===== config.mk =====
export PLATFORM = sky130hd
export DESIGN_NAME = grid_box_cell_enumerator_top
export DESIGN_NICKNAME = d
export VERILOG_FILES = /design/src/rtl/core/gbce_pkg.sv /design/src/rtl/core/gbce_regs.sv /design/src/rtl/core/gbce_ctrl.sv /design/src/rtl/core/gbce_dp.sv /design/src/rtl/core/grid_box_cell_enumerator_top.sv
export SDC_FILE = /design/constraint.sdc
export NUM_CORES = 2
export LEC_CHECK = 0
export BUFFER_PORTS_ARGS = -buffer_cell sky130_fd_sc_hd__buf_4
export CAP_MARGIN = 20
export CORE_MARGIN = 3
export CORE_UTILIZATION = 36
export CTS_BUF_LIST = sky130_fd_sc_hd__clkbuf_8
export CTS_CLUSTER_DIAMETER = 120
export CTS_CLUSTER_SIZE = 30
export DETAILED_ROUTE_END_ITERATION = 10
export PLACE_DENSITY = 0.62
export SYNTH_ARGS = -nofsm -noshare
export SYNTH_HDL_FRONTEND = slang
export SYNTH_SLANG_ARGS = --single-unit

===== constraint.sdc =====
create_clock -name clk -period 40.9 [get_ports clk]
set_input_delay 0 -clock clk [delete_from_list [all_inputs] [get_ports clk]]
set_output_delay 0 -clock clk [all_outputs]
set_load 0.02 [all_outputs]

===== src/rtl/core/gbce_pkg.sv =====
package gbce_pkg;

  // parameter defaults
  localparam int MAX_CELLS_DEF = 16;
  localparam int MAX_SPAN_DEF  = 4;
  localparam int FRAC_BITS_DEF = 16;

  // fixed field widths
  localparam int COORD_W = 32;
  localparam int IDX_W   = 12;
  localparam int CELLS_W = 5;
  localparam int AXES_W  = 2;
  localparam int DATA_W  = 32;
  localparam int ADDR_W  = 5;

  // register map, one word each
  typedef enum logic [2:0] {
    REG_ORIGIN_X,
    REG_ORIGIN_Y,
    REG_ORIGIN_Z,
    REG_SCALE_X,
    REG_SCALE_Y,
    REG_SCALE_Z,
    REG_CELLS,
    REG_NUM_AXES
  } reg_idx_t;

  // controller states
  typedef enum logic [2:0] {
    ST_IDLE,
    ST_CALC,
    ST_DRAIN,
    ST_PREP1,
    ST_PREP2,
    ST_EMIT
  } state_t;

  // controller to datapath
  typedef struct packed {
    logic load;
    logic issue;
    logic prep1;
    logic prep2;
    logic step;
  } cmd_t;

  // datapath to controller
  typedef struct packed {
    logic last_corner;
    logic walk_last;
    logic out_free;
  } status_t;

  // configuration registers
  typedef struct packed {
    logic signed [COORD_W-1:0] origin_x;
    logic signed [COORD_W-1:0] origin_y;
    logic signed [COORD_W-1:0] origin_z;
    logic [COORD_W-1:0]        scale_x;
    logic [COORD_W-1:0]        scale_y;
    logic [COORD_W-1:0]        scale_z;
    logic [CELLS_W-1:0]        cells;
    logic [AXES_W-1:0]         axes;
  } cfg_t;

endpackage


===== src/rtl/core/gbce_regs.sv =====
module gbce_regs import gbce_pkg::*; #(
  parameter int FRAC_BITS = FRAC_BITS_DEF
) (
  input  logic              clk,
  input  logic              rst,
  input  logic              psel,
  input  logic              penable,
  input  logic              pwrite,
  input  logic [ADDR_W-1:0] paddr,
  input  logic [DATA_W-1:0] pwdata,
  output logic [DATA_W-1:0] prdata,
  output logic              pready,
  output cfg_t              cfg
);

  reg_idx_t idx;
  logic     wr;

  assign pready = 1'b1;
  assign idx    = reg_idx_t'(paddr[ADDR_W-1:2]);
  assign wr     = psel && penable && pwrite && pready;

  // register writes
  always_ff @(posedge clk) begin
    if (rst) begin
      cfg.origin_x <= '0;
      cfg.origin_y <= '0;
      cfg.origin_z <= '0;
      cfg.scale_x  <= COORD_W'(1) << FRAC_BITS;
      cfg.scale_y  <= COORD_W'(1) << FRAC_BITS;
      cfg.scale_z  <= COORD_W'(1) << FRAC_BITS;
      cfg.cells    <= CELLS_W'(1);
      cfg.axes     <= AXES_W'(3);
    end else if (wr) begin
      case (idx)
        REG_ORIGIN_X: cfg.origin_x <= pwdata;
        REG_ORIGIN_Y: cfg.origin_y <= pwdata;
        REG_ORIGIN_Z: cfg.origin_z <= pwdata;
        REG_SCALE_X:  cfg.scale_x  <= pwdata;
        REG_SCALE_Y:  cfg.scale_y  <= pwdata;
        REG_SCALE_Z:  cfg.scale_z  <= pwdata;
        REG_CELLS:    cfg.cells    <= pwdata[CELLS_W-1:0];
        REG_NUM_AXES: cfg.axes     <= pwdata[AXES_W-1:0];
        default: ;
      endcase
    end
  end

  // register reads
  always_comb begin
    case (idx)
      REG_ORIGIN_X: prdata = cfg.origin_x;
      REG_ORIGIN_Y: prdata = cfg.origin_y;
      REG_ORIGIN_Z: prdata = cfg.origin_z;
      REG_SCALE_X:  prdata = cfg.scale_x;
      REG_SCALE_Y:  prdata = cfg.scale_y;
      REG_SCALE_Z:  prdata = cfg.scale_z;
      REG_CELLS:    prdata = DATA_W'(cfg.cells);
      REG_NUM_AXES: prdata = DATA_W'(cfg.axes);
      default:      prdata = '0;
    endcase
  end

endmodule


===== src/rtl/core/gbce_ctrl.sv =====
module gbce_ctrl import gbce_pkg::*; (
  input  logic    clk,
  input  logic    rst,
  input  logic    in_valid,
  output logic    in_stall,
  output cmd_t    cmd,
  input  status_t status
);

  state_t state;
  state_t state_next;

  always_ff @(posedge clk) begin
    if (rst) begin
      state <= ST_IDLE;
    end else begin
      state <= state_next;
    end
  end

  // next state
  always_comb begin
    state_next = state;
    case (state)
      ST_IDLE:  if (in_valid) state_next = ST_CALC;
      ST_CALC:  if (status.last_corner) state_next = ST_DRAIN;
      ST_DRAIN: state_next = ST_PREP1;
      ST_PREP1: state_next = ST_PREP2;
      ST_PREP2: state_next = ST_EMIT;
      ST_EMIT:  if (status.out_free && status.walk_last) state_next = ST_IDLE;
      default:  state_next = ST_IDLE;
    endcase
  end

  // commands
  always_comb begin
    cmd      = '0;
    in_stall = 1'b1;
    case (state)
      ST_IDLE: begin
        in_stall = 1'b0;
        cmd.load = in_valid;
      end
      ST_CALC:  cmd.issue = 1'b1;
      ST_DRAIN: ;
      ST_PREP1: cmd.prep1 = 1'b1;
      ST_PREP2: cmd.prep2 = 1'b1;
      ST_EMIT:  cmd.step  = status.out_free;
      default: ;
    endcase
  end

endmodule


===== src/rtl/core/gbce_dp.sv =====
module gbce_dp import gbce_pkg::*; #(
  parameter int MAX_CELLS_PER_AXIS = MAX_CELLS_DEF,
  parameter int MAX_SPAN           = MAX_SPAN_DEF,
  parameter int FRAC_BITS          = FRAC_BITS_DEF
) (
  input  logic                      clk,
  input  logic                      rst,
  input  cfg_t                      cfg,
  input  cmd_t                      cmd,
  output status_t                   status,
  input  logic signed [COORD_W-1:0] min_x,
  input  logic signed [COORD_W-1:0] min_y,
  input  logic signed [COORD_W-1:0] min_z,
  input  logic signed [COORD_W-1:0] max_x,
  input  logic signed [COORD_W-1:0] max_y,
  input  logic signed [COORD_W-1:0] max_z,
  output logic                      out_valid,
  input  logic                      out_stall,
  output logic [IDX_W-1:0]          cell_index,
  output logic                      is_last,
  output logic                      no_cell,
  output logic                      span_capped
);

  localparam int CW     = $clog2(MAX_CELLS_PER_AXIS + 1);
  localparam int SPAN_W = (MAX_SPAN > 1) ? $clog2(MAX_SPAN) : 1;
  localparam int PW     = 2 * COORD_W;
  localparam int QW     = PW - 2 * FRAC_BITS;

  // effective grid size and axis count
  logic [CW-1:0]     cells_eff;
  logic [AXES_W-1:0] axes_eff;

  always_comb begin
    if (cfg.cells == '0) begin
      cells_eff = CW'(1);
    end else if (32'(cfg.cells) > 32'(MAX_CELLS_PER_AXIS)) begin
      cells_eff = CW'(MAX_CELLS_PER_AXIS);
    end else begin
      cells_eff = CW'(cfg.cells);
    end
  end

  assign axes_eff = (cfg.axes == '0) ? AXES_W'(1) : cfg.axes;

  // captured box corners
  logic signed [COORD_W-1:0] lo_coord [3];
  logic signed [COORD_W-1:0] hi_coord [3];

  always_ff @(posedge clk) begin
    if (cmd.load) begin
      lo_coord[0] <= min_x;
      lo_coord[1] <= min_y;
      lo_coord[2] <= min_z;
      hi_coord[0] <= max_x;
      hi_coord[1] <= max_y;
      hi_coord[2] <= max_z;
    end
  end

  // corner counter: min and max of each axis in turn
  logic [2:0] cnt;

  always_ff @(posedge clk) begin
    if (rst) begin
      cnt <= '0;
    end else if (cmd.load) begin
      cnt <= '0;
    end else if (cmd.issue) begin
      cnt <= cnt + 3'd1;
    end
  end

  assign status.last_corner = (cnt == (3'({axes_eff, 1'b0}) - 3'd1));

  // multiply stage: |coord - origin| * scale
  logic [1:0]                axis_sel;
  logic signed [COORD_W-1:0] coord;
  logic signed [COORD_W-1:0] origin;
  logic [COORD_W-1:0]        scale;
  logic signed [COORD_W:0]   diff;
  logic [COORD_W:0]          diff_neg;
  logic [COORD_W-1:0]        mag;

  assign axis_sel = cnt[2:1];

  always_comb begin
    case (axis_sel)
      2'd0: begin
        origin = cfg.origin_x;
        scale  = cfg.scale_x;
        coord  = cnt[0] ? hi_coord[0] : lo_coord[0];
      end
      2'd1: begin
        origin = cfg.origin_y;
        scale  = cfg.scale_y;
        coord  = cnt[0] ? hi_coord[1] : lo_coord[1];
      end
      default: begin
        origin = cfg.origin_z;
        scale  = cfg.scale_z;
        coord  = cnt[0] ? hi_coord[2] : lo_coord[2];
      end
    endcase
  end

  assign diff     = {coord[COORD_W-1], coord} - {origin[COORD_W-1], origin};
  assign diff_neg = -diff;
  assign mag      = diff[COORD_W] ? diff_neg[COORD_W-1:0] : diff[COORD_W-1:0];

  logic [PW-1:0] prod;
  logic          neg;
  logic [2:0]    tag;
  logic          pvalid;

  always_ff @(posedge clk) begin
    if (rst) begin
      pvalid <= 1'b0;
    end else begin
      pvalid <= cmd.issue;
    end
  end

  always_ff @(posedge clk) begin
    if (cmd.issue) begin
      prod <= PW'(mag) * PW'(scale);
      neg  <= diff[COORD_W];
      tag  <= cnt;
    end
  end

  // clip stage: floor, then clamp to the grid
  logic [QW-1:0] q;
  logic          prod_zero;
  logic          beyond;
  logic [1:0]    tag_axis;

  assign q         = prod[PW-1:2*FRAC_BITS];
  assign prod_zero = (prod == '0);
  assign beyond    = (q >= QW'(cells_eff));
  assign tag_axis  = tag[2:1];

  logic [CW-1:0] lo_cell [3];
  logic [CW-1:0] hi_cell [3];
  logic          hi_neg  [3];

  always_ff @(posedge clk) begin
    if (pvalid) begin
      if (!tag[0]) begin
        lo_cell[tag_axis] <= neg ? '0 : (beyond ? cells_eff : CW'(q));
      end else begin
        hi_neg[tag_axis]  <= neg && !prod_zero;
        hi_cell[tag_axis] <= neg ? '0 : (beyond ? cells_eff - CW'(1) : CW'(q));
      end
    end
  end

  // per-axis range check and span cap
  logic [2:0]        axis_used;
  logic [2:0]        axis_empty;
  logic [2:0]        axis_capped;
  logic [CW-1:0]     span   [3];
  logic [SPAN_W-1:0] last_o [3];

  always_comb begin
    for (int a = 0; a < 3; a++) begin
      axis_used[a]   = (32'(axes_eff) > a);
      axis_empty[a]  = hi_neg[a] || (lo_cell[a] > hi_cell[a]);
      span[a]        = hi_cell[a] - lo_cell[a];
      axis_capped[a] = !axis_empty[a] && (32'(span[a]) >= 32'(MAX_SPAN));
      if (!axis_used[a]) begin
        last_o[a] = '0;
      end else if (axis_capped[a]) begin
        last_o[a] = SPAN_W'(MAX_SPAN - 1);
      end else begin
        last_o[a] = SPAN_W'(span[a]);
      end
    end
  end

  // starting index by Horner steps, and strides
  logic [IDX_W-1:0] cells_w;
  logic [IDX_W-1:0] t1;
  logic [IDX_W-1:0] t2;
  logic [IDX_W-1:0] head;
  logic [IDX_W-1:0] stride0;
  logic [IDX_W-1:0] stride1;

  assign cells_w = IDX_W'(cells_eff);
  assign t2 = (axes_eff == AXES_W'(3)) ? t1 * cells_w + IDX_W'(lo_cell[2]) : t1;

  logic              empty;
  logic              capped;
  logic [SPAN_W-1:0] off     [3];
  logic [SPAN_W-1:0] last_r  [3];
  logic [IDX_W-1:0]  idx;
  logic [IDX_W-1:0]  row;
  logic [IDX_W-1:0]  plane;
  logic              walk_end;

  assign walk_end = (off[0] == last_r[0]) && (off[1] == last_r[1]) &&
                    (off[2] == last_r[2]);
  assign status.walk_last = walk_end || empty;

  always_ff @(posedge clk) begin
    if (cmd.prep1) begin
      empty  <= |(axis_empty & axis_used);
      capped <= |(axis_capped & axis_used);
      for (int a = 0; a < 3; a++) begin
        last_r[a] <= last_o[a];
        off[a]    <= '0;
      end
      t1   <= (axes_eff == AXES_W'(1)) ? IDX_W'(lo_cell[0])
            : IDX_W'(lo_cell[0]) * cells_w + IDX_W'(lo_cell[1]);
      head <= cells_w * cells_w;
      if (axes_eff == AXES_W'(3)) begin
        stride1 <= cells_w;
      end else begin
        stride1 <= IDX_W'(1);
      end
    end
    if (cmd.prep2) begin
      idx   <= t2;
      row   <= t2;
      plane <= t2;
      case (axes_eff)
        AXES_W'(3): stride0 <= head;
        AXES_W'(2): stride0 <= cells_w;
        default:    stride0 <= IDX_W'(1);
      endcase
    end
    // walk the covered cells, last axis innermost
    if (cmd.step && !walk_end) begin
      if (off[2] != last_r[2]) begin
        off[2] <= off[2] + SPAN_W'(1);
        idx    <= idx + IDX_W'(1);
      end else if (off[1] != last_r[1]) begin
        off[2] <= '0;
        off[1] <= off[1] + SPAN_W'(1);
        row    <= row + stride1;
        idx    <= row + stride1;
      end else begin
        off[2] <= '0;
        off[1] <= '0;
        off[0] <= off[0] + SPAN_W'(1);
        plane  <= plane + stride0;
        row    <= plane + stride0;
        idx    <= plane + stride0;
      end
    end
  end

  // result register
  assign status.out_free = !out_valid || !out_stall;

  always_ff @(posedge clk) begin
    if (rst) begin
      out_valid <= 1'b0;
    end else if (cmd.step) begin
      out_valid <= 1'b1;
    end else if (!out_stall) begin
      out_valid <= 1'b0;
    end
  end

  always_ff @(posedge clk) begin
    if (cmd.step) begin
      cell_index  <= empty ? '0 : idx;
      is_last     <= walk_end || empty;
      no_cell     <= empty;
      span_capped <= capped && !empty;
    end
  end

endmodule


===== src/rtl/core/grid_box_cell_enumerator_top.sv =====
// Box to grid cell enumerator. Each request is a box (min and max corner per axis, signed
// fixed point); the block returns one result per covered grid cell (at most MAX_SPAN per
// axis, with span_capped set when cut) in row-major order with the last axis innermost,
// is_last on the final one, or a single no_cell result for an empty box. One request is
// handled at a time: after acceptance, a single shared 32x32 multiplier quantizes the
// 2 * num_axes corners one per cycle, then the DRAIN, PREP1 and PREP2 states clip the
// ranges and form the first index; one result then leaves per cycle while out_stall is
// low. The next request is taken once the last result of the previous box is registered.
module grid_box_cell_enumerator_top import gbce_pkg::*; #(
  parameter int MAX_CELLS_PER_AXIS = MAX_CELLS_DEF,
  parameter int MAX_SPAN           = MAX_SPAN_DEF,
  parameter int FRAC_BITS          = FRAC_BITS_DEF
) (
  input  logic                      clk,
  input  logic                      rst,
  input  logic                      psel,
  input  logic                      penable,
  input  logic                      pwrite,
  input  logic [ADDR_W-1:0]         paddr,
  input  logic [DATA_W-1:0]         pwdata,
  output logic [DATA_W-1:0]         prdata,
  output logic                      pready,
  input  logic                      in_valid,
  output logic                      in_stall,
  input  logic signed [COORD_W-1:0] min_x,
  input  logic signed [COORD_W-1:0] min_y,
  input  logic signed [COORD_W-1:0] min_z,
  input  logic signed [COORD_W-1:0] max_x,
  input  logic signed [COORD_W-1:0] max_y,
  input  logic signed [COORD_W-1:0] max_z,
  output logic                      out_valid,
  input  logic                      out_stall,
  output logic [IDX_W-1:0]          cell_index,
  output logic                      is_last,
  output logic                      no_cell,
  output logic                      span_capped
);

  cfg_t    cfg;
  cmd_t    cmd;
  status_t status;

  // configuration registers
  gbce_regs #(
    .FRAC_BITS (FRAC_BITS)
  ) u_regs (
    .clk     (clk),
    .rst     (rst),
    .psel    (psel),
    .penable (penable),
    .pwrite  (pwrite),
    .paddr   (paddr),
    .pwdata  (pwdata),
    .prdata  (prdata),
    .pready  (pready),
    .cfg     (cfg)
  );

  // sequencer
  gbce_ctrl u_ctrl (
    .clk      (clk),
    .rst      (rst),
    .in_valid (in_valid),
    .in_stall (in_stall),
    .cmd      (cmd),
    .status   (status)
  );

  // quantize, clip and walk
  gbce_dp #(
    .MAX_CELLS_PER_AXIS (MAX_CELLS_PER_AXIS),
    .MAX_SPAN           (MAX_SPAN),
    .FRAC_BITS          (FRAC_BITS)
  ) u_dp (
    .clk         (clk),
    .rst         (rst),
    .cfg         (cfg),
    .cmd         (cmd),
    .status      (status),
    .min_x       (min_x),
    .min_y       (min_y),
    .min_z       (min_z),
    .max_x       (max_x),
    .max_y       (max_y),
    .max_z       (max_z),
    .out_valid   (out_valid),
    .out_stall   (out_stall),
    .cell_index  (cell_index),
    .is_last     (is_last),
    .no_cell     (no_cell),
    .span_capped (span_capped)
  );

endmodule

Yosys cells after proc, flatten, opt, wreduce, memory -nomap -nowiden
Memory sizes are Yosys's and may differ from the RTL's.
Cells that the tools add are included.

storage, ports and cells
  register bits = 376
  memory bits (writable) = 237
  input port bits = 236
  output and inout bits = 50
  logic and storage cells = 219
  memories kept = 7

cells by class
  $add $sub $neg = 16
  multiply operators = 4
  order comparisons = 11
  equal/unequal tests = 26
  multiplexer cells = 74
  bitwise operators = 8
  reductions and logical operators = 43

memories
  name             words  width  rd ports  clocked after Yosys merged registers in  wr ports  line            RTL
  u_dp.hi_coord    3      32     3         0                                        3         gbce_dp.sv:48   logic signed [COORD_W-1:0] hi_coord [3];
  u_dp.lo_coord    3      32     3         0                                        3         gbce_dp.sv:47   logic signed [COORD_W-1:0] lo_coord [3];
  u_dp.hi_cell     3      5      3         0                                        1         gbce_dp.sv:144  logic [CW-1:0] hi_cell [3];
  u_dp.lo_cell     3      5      3         0                                        1         gbce_dp.sv:143  logic [CW-1:0] lo_cell [3];
  u_dp.last_r      3      2      3         0                                        3         gbce_dp.sv:195  logic [SPAN_W-1:0] last_r [3];
  u_dp.off         3      2      3         0                                        3         gbce_dp.sv:194  logic [SPAN_W-1:0] off [3];
  1 more memories  n/a    n/a    n/a       n/a                                      n/a       n/a

operators by type and width
  cell                                                  number
  case mux 32 bit (8 select lines)                      1
  case mux 32 bit (2 select lines)                      3
  2-to-1 mux 12 bit                                     12
  2-to-1 mux 32 bit                                     4
  zero test 64 bit                                      1
  multiplier 32 x 32 -> 64 bit                          1
  2-to-1 mux 5 bit                                      7
  subtractor 32 x 32 -> 33 bit                          1
  >= comparator 32 x 5 -> 1 bit                         1
  negation 32 bit                                       1
  2-to-1 mux 1 bit                                      29
  2-to-1 mux 2 bit                                      13
  adder 12 bit                                          2
  case mux 12 bit (2 select lines)                      1
  multiplier 5 x 5 -> 10 bit                            2
  == test 3 bit (second input constant)                 6
  case mux 3 bit (6 select lines)                       1
  AND reduction 2 bit                                   8
  >= comparator 5 x 3 -> 1 bit (second input constant)  3
  greater-than comparator 5 bit                         3
  subtractor 5 bit                                      3
  adder 12 x 1 -> 12 bit (second input constant)        1
  adder 12 x 5 -> 12 bit                                1
  == test 3 x 2 -> 1 bit (second input constant)        4
  other kinds (30)                                      73

Logic depth before layout (Yosys ltp)
An unclocked memory read counts as a cell.

  depth in word-level cells = 11
  gate-level depth with buffers = 51
  depth with buffers taken out = 45

Cells and area by module
Synthesis repeated with hierarchy kept, for this count alone.

unflattened totals
  cell total of the unflattened synthesis = 7096
  area, all modules = 65582.9 µm²

modules (own cells, without submodules)
  module     times used  cells each  area each (µm²)  seq. area each (µm²)
  gbce_dp    1           5882        56596.8          11661.2
  gbce_regs  1           1189        8784.7           3983.8
  gbce_ctrl  1           25          201.4            60.1

Least setup slack after synthesis
OpenSTA, ideal clock, no wires.

  path type = reg2reg
  from = register u_dp.cnt[1]
  to = register u_dp.prod[61] (data pin)
  setup time = 261 ps
  arrival = 12597 ps
  data required time = 40639 ps
  slack = 28042 ps
  cell stages (with the launch flop) = 45
  path buffers = 6
  period minus slack after synthesis = 12858 ps
  cells stage by stage = dfxtp_1 -> clkbuf_1 -> clkbuf_1 -> clkbuf_1 -> clkbuf_1 -> mux2i_1 -> o21ai_0 -> ha_1 -> inv_1 -> fa_1 -> a21o_1 -> a211oi_1 -> nor2_1 -> o32ai_2 -> nand3_1 -> or4_1 -> or4_4 -> or3_1 -> [9 not listed] -> inv_1 -> fa_1 -> fa_1 -> fa_1 -> fa_1 -> ha_1 -> clkbuf_1 -> a21oi_1 -> nor2b_1 -> nor2_1 -> o211ai_1 -> a31oi_1 -> o21ai_0 -> a22oi_1 -> a31oi_1 -> a221oi_1 -> nor3_1 -> a311o_1

between the ends
  cells in the longest elaborated chain, start to end = 6
  elaborated cells between the ends (all ways) = 9
  those cells by class = 2 x add/sub; 1 x mul; 1 x eq/ne; 4 x mux; 1 x reduce/logical

RTL lines
  element                                                           line            RTL
  start, declared                                                   gbce_dp.sv:62   logic [2:0] cnt;
  start signal, assigned                                            gbce_dp.sv:70   cnt <= cnt + 3'd1;
  == test 2 x 1 -> 1 bit / zero test 2 bit (equally long branches)  gbce_dp.sv:88   case (axis_sel)
  case mux 32 bit (2 select lines)                                  gbce_dp.sv:88
  subtractor 32 x 32 -> 33 bit                                      gbce_dp.sv:107  assign diff = {coord[COORD_W-1], coord} - {origin[COORD_W-1], origin};
  negation 32 bit                                                   gbce_dp.sv:108  assign diff_neg = -diff;
  2-to-1 mux 32 bit                                                 gbce_dp.sv:109  assign mag = diff[COORD_W] ? diff_neg[COORD_W-1:0] : diff[COORD_W-1:0];
  multiplier 32 x 32 -> 64 bit (*)                                  gbce_dp.sv:126  prod <= PW'(mag) * PW'(scale);
  end signal, assigned                                              gbce_dp.sv:126
  end, declared                                                     gbce_dp.sv:111  logic [PW-1:0] prod;

Every way passes the cells marked *; elsewhere a longest branch is shown, timed or not.
A chain may end at the register's enable or synchronous reset.

Worst setup path after layout
Same ends and word-level chain as after synthesis.

==> run_summary.xml <==
<?xml version="1.0" encoding="UTF-8"?>
<metrics>
  <group name="power_and_ir_drop">
    <metric name="power.ir.vdd_worst" unit="uV">41.0</metric>
    <metric name="leakagePower" unit="nW">32.4</metric>
    <metric name="power.density" unit="mW/mm^2">24.3</metric>
  </group>
  <group name="sta">
    <metric name="final.setup_skew" unit="ps">103</metric>
    <metric name="timing.slew.headroom" unit="%">18.8</metric>
    <metric name="final-setup-viol-count" unit="">0</metric>
    <metric name="period_needed" unit="ps">14910</metric>
    <metric name="tightestPinTransition" unit="ps">1210</metric>
    <metric name="period_share" unit="%">36.5</metric>
    <metric name="fmax" unit="GHz">0.0671</metric>
    <metric name="fin_setup_tns" unit="ps">0</metric>
    <metric name="rsz0062_at_grt" unit="">no</metric>
    <metric name="timing_hold_violations_final" unit="">0</metric>
    <metric name="maxSlewViolCount" unit="">0</metric>
  </group>
  <group name="detailed_routing">
    <metric name="met3RoutedLength" unit="um">18200</metric>
    <metric name="routedLengthMet1" unit="um">79800</metric>
    <metric name="dr.max_layer_used" unit="">met5</metric>
    <metric name="num_vias" unit="">52228</metric>
    <metric name="routed_wirelength" unit="um">208000</metric>
    <metric name="drt-vias-per-instance" unit="">5.33</metric>
    <metric name="final_antenna_net_count" unit="">0</metric>
    <metric name="amount_of_wire_on_met2_after_detailed_routing" unit="um">98500</metric>
    <metric name="drtIter0Drc" unit="">4553</metric>
    <metric name="route.detailed.drc" unit="">0</metric>
    <metric name="wl_per_cell" unit="um">21.2</metric>
    <metric name="drt_pass1_iterations" unit="">6</metric>
  </group>
  <group name="setup_path">
    <metric name="worst-path-buf-inv" unit="">9</metric>
    <metric name="cpLargestDelayFamily" unit="">adder cells</metric>
    <metric name="critical_path.reg2reg.startpoint" unit="">u_dp.cnt[1]</metric>
    <metric name="worst_path_max_delay_cell" unit="">sky130_fd_sc_hd__dfxtp_4</metric>
    <metric name="worst_path_most_repeated_cell" unit="">sky130_fd_sc_hd__fa_1</metric>
    <metric name="worstSetupEndpointType" unit="">flop</metric>
    <metric name="path_type_of_the_worst_setup_path" unit="">flop to flop</metric>
    <metric name="critPathMaxFanout" unit="">33</metric>
    <metric name="max_stage_delay_on_crit_path" unit="ps">760</metric>
    <metric name="critical_path.startpoint_type" unit="">flop</metric>
    <metric name="worst_ep_required_time" unit="ps">41470</metric>
    <metric name="critical_path.startpoint" unit="">u_dp.cnt[1]</metric>
    <metric name="timing.critical_path.arrival" unit="ps">15480</metric>
  </group>
  <group name="logic_synthesis">
    <metric name="synthDistinctLibCells" unit="">89</metric>
    <metric name="syn-instance-count" unit="">6905</metric>
    <metric name="syn-mean-instance-area" unit="um^2">9.28</metric>
    <metric name="yosysWarnings" unit="">0</metric>
    <metric name="most_common_flop_cell_mapped_by_yosys" unit="">sky130_fd_sc_hd__edfxtp_1</metric>
    <metric name="number_of_enable_type_register_cells_in_the_synthesized_netlist" unit="">369</metric>
    <metric name="synth_sequential_area_ratio" unit="%">24.5</metric>
    <metric name="async_flop_share" unit="%">0</metric>
    <metric name="ys_ff_latch" unit="">600</metric>
    <metric name="synth.cell_area" unit="mm^2">0.0641</metric>
  </group>
  <group name="layout">
    <metric name="multi_input_gate_area_in_the_final_layout" unit="mm^2">0.0434</metric>
    <metric name="register_area" unit="mm^2">0.0157</metric>
    <metric name="fillers" unit="">16916</metric>
    <metric name="drive_above_1_share" unit="%">8.35</metric>
    <metric name="final_cell_area" unit="mm^2">0.0742</metric>
    <metric name="layout_commonest_cell" unit="">sky130_fd_sc_hd__nand2_1</metric>
    <metric name="mostFrequentLayoutCells" unit="">1124 x sky130_fd_sc_hd__nand2_1, 1058 x sky130_fd_sc_hd__inv_1, 946 x sky130_fd_sc_hd__fa_1</metric>
    <metric name="nets" unit="">9009</metric>
    <metric name="area_delta_synth_final" unit="%">15.9</metric>
  </group>
  <group name="floorplanning">
    <metric name="core_area" unit="mm^2">0.176</metric>
    <metric name="ioPinCount" unit="">286</metric>
    <metric name="area_enclosed_by_the_die_boundary" unit="mm^2">0.183</metric>
    <metric name="floorplan.rows" unit="">154</metric>
    <metric name="effective_utilization_at_floorplan" unit="%">36.3</metric>
    <metric name="die_width" unit="um">428</metric>
    <metric name="die_height" unit="um">428</metric>
  </group>
  <group name="global_routing">
    <metric name="grt-ovfl-total" unit="">0</metric>
    <metric name="grt_usage" unit="%">22.6</metric>
    <metric name="grt_pass1_vias" unit="">54842</metric>
    <metric name="wire_length_of_the_first_global_routing_pass" unit="um">323000</metric>
    <metric name="number_of_antenna_violations_at_the_first_check_in_global_routing" unit="">9</metric>
    <metric name="maximum_number_of_pins_on_one_net_before_global_route_repair" unit="">91</metric>
  </group>
  <group name="place">
    <metric name="number_of_port_buffers" unit="">282</metric>
    <metric name="dpl.hpwl" unit="um">152000</metric>
    <metric name="globalplace.congestion" unit="">0.948</metric>
    <metric name="placedInstanceArea" unit="mm^2">0.0692</metric>
  </group>
  <group name="clock_network">
    <metric name="clock_latency" unit="ps">830</metric>
    <metric name="cts_tree" unit="">done</metric>
    <metric name="cts-htree-levels" unit="">1</metric>
    <metric name="tritoncts_num_sinks" unit="">600</metric>
    <metric name="cts_inserted_buffers" unit="">26</metric>
    <metric name="cts_buffer_depth" unit="">3</metric>
    <metric name="ctsRootBufferMaster" unit="">sky130_fd_sc_hd__clkbuf_8</metric>
    <metric name="clkTransAtPathRegs" unit="ps">190</metric>
  </group>
  <group name="min_path">
    <metric name="min-delay-path-class" unit="">input pin to flop</metric>
    <metric name="holdCritStartpoint" unit="">pwdata[23]</metric>
  </group>
  <group name="run_status">
    <metric name="run_status" unit="">complete, no violations</metric>
  </group>
  <group name="run">
    <metric name="cap_viol_max_count" unit="">0</metric>
  </group>
</metrics>
==> layer usage <==
layer  global-route usage [%]  vias to the layer above
li1                         -                    22991
met1                     28.4                    26340
met2                     37.9                     2360
met3                     4.12                      535
met4                     10.1                        2
met5                        0                        -
==> registers in the layout, indices dropped and copies added (netlist names), 3 cells and up <==
register and flops:
u_dp.lo_cell 15, u_dp.head 9, u_regs.cfg 199, u_dp.prod 64, u_dp.plane 12, u_dp.tag 3
u_dp.off 6, u_dp.stride0 10, u_dp.hi_coord 96, u_dp.cell_index 12, u_dp.row 12, u_dp.hi_neg 3
u_dp.lo_coord 96, u_dp.idx 12, u_dp.hi_cell 15, u_dp.t1 11, u_dp.cnt 3, u_ctrl.state 3
u_dp.last_r 6, u_dp.stride1 5
==> cells in the mapped netlist (31+ instances only) <==
cell type	n	area, um^2
sky130_fd_sc_hd__fa_1	946	18900
sky130_fd_sc_hd__nand3_1	38	190
sky130_fd_sc_hd__nand2_1	1128	4230
sky130_fd_sc_hd__mux4_2	33	743
sky130_fd_sc_hd__a22oi_1	47	353
sky130_fd_sc_hd__o21ai_0	148	741
sky130_fd_sc_hd__xnor2_1	124	1090
sky130_fd_sc_hd__and2_1	52	325
sky130_fd_sc_hd__nor2_1	729	2740
sky130_fd_sc_hd__clkbuf_1	321	1200
sky130_fd_sc_hd__a21o_1	75	563
sky130_fd_sc_hd__ha_1	388	4850
sky130_fd_sc_hd__mux2_2	45	507
sky130_fd_sc_hd__dfxtp_1	231	4620
sky130_fd_sc_hd__a21oi_1	431	2160
sky130_fd_sc_hd__nand2b_1	36	225
sky130_fd_sc_hd__edfxtp_1	369	11100
sky130_fd_sc_hd__inv_1	1044	3920
sky130_fd_sc_hd__nor3_1	31	155
sky130_fd_sc_hd__nor2b_1	45	282
sky130_fd_sc_hd__o21a_1	48	360
sky130_fd_sc_hd__mux2i_1	134	1340
sky130_fd_sc_hd__xor2_1	74	648
==> final cells by class <==
type	count	share of cell area, %
Sequential cell	600	21.2
Clock buffer	26	0.482
Timing Repair Buffer	868	10.4
Tap cell	2340	3.94
Clock inverter	22	0.243
Multi-Input combinational cell	4896	58.4
Inverter	1047	5.29
Antenna cell	8	0.0270
==> cells by family (layout without fill, tap and decap cells) <==
family,count (synthesis),after routing,synth area share (%)
other cells,2,12,0.0117
compound gates,966,966,9.13
mux,212,212,4.04
buf+inv,1411,1963,8.35
fa+ha+maj,1334,1334,37.1
flops,600,600,24.5
xor+xnor,201,201,2.78
simple gates,2179,2179,14.0
==> worst register-to-register path, delay by kind of cell, from the launching register on <==
kind | cells | cell delay (ps)
AND/OR/NAND/NOR | 7 | 1830
XOR/XNOR | 1 | 260
multiplexers | 1 | 450
flip-flops | 1 | 760
buffers and inverters | 9 | 1910
adder cells (fa/ha/maj) | 10 | 5160
AO/OA/AOI/OAI | 14 | 4360
==> power by group <==
part	leakage, nW	internal [W]	switching, W	total [W]
Combinational	26.7	0.000275	0.000558	0.000833
Sequential	5.34	0.000680	0.0000176	0.000697
Clock	0.320	0.0000666	0.000206	0.000272
Total	32.4	0.00102	0.000781	0.00180
==> per-stage QoR <==
stage,hold WS [ps],total power (W),utilization [%],cells,setup WS (ps)
after CTS,0.274,0.00179,42.0,9795,26150
after detailed placement,179,0.00149,39.2,9304,26150
after floorplan,98.9,0.00117,-,6907,28040
final,52.6,0.00180,42.1,9807,25990
after global placement,178,0.00147,39.1,9300,26270
after global routing,30.1,0.00190,42.1,9804,25410
==> worst paths after layout <==
kind	end	slack, ps	cells after the start
worst max-delay path	u_dp.prod[61]	25990	42
worst min-delay path	u_regs.cfg[62]	50	4
worst max register to register	u_dp.prod[61]	25990	42
worst min register to register	u_regs.cfg[161]	480	2
==> timing repair <==
action / 4_1_cts / 5_1_grt
buffers inserted: 0 / 0
gates resized for setup: 0 / 0
hold buffers: 443 / 0
hold endpoints to repair: 445 / 0
endpoints found under the setup margin: 0 / 0
No activity file was read; power rests on OpenSTA's default activity.
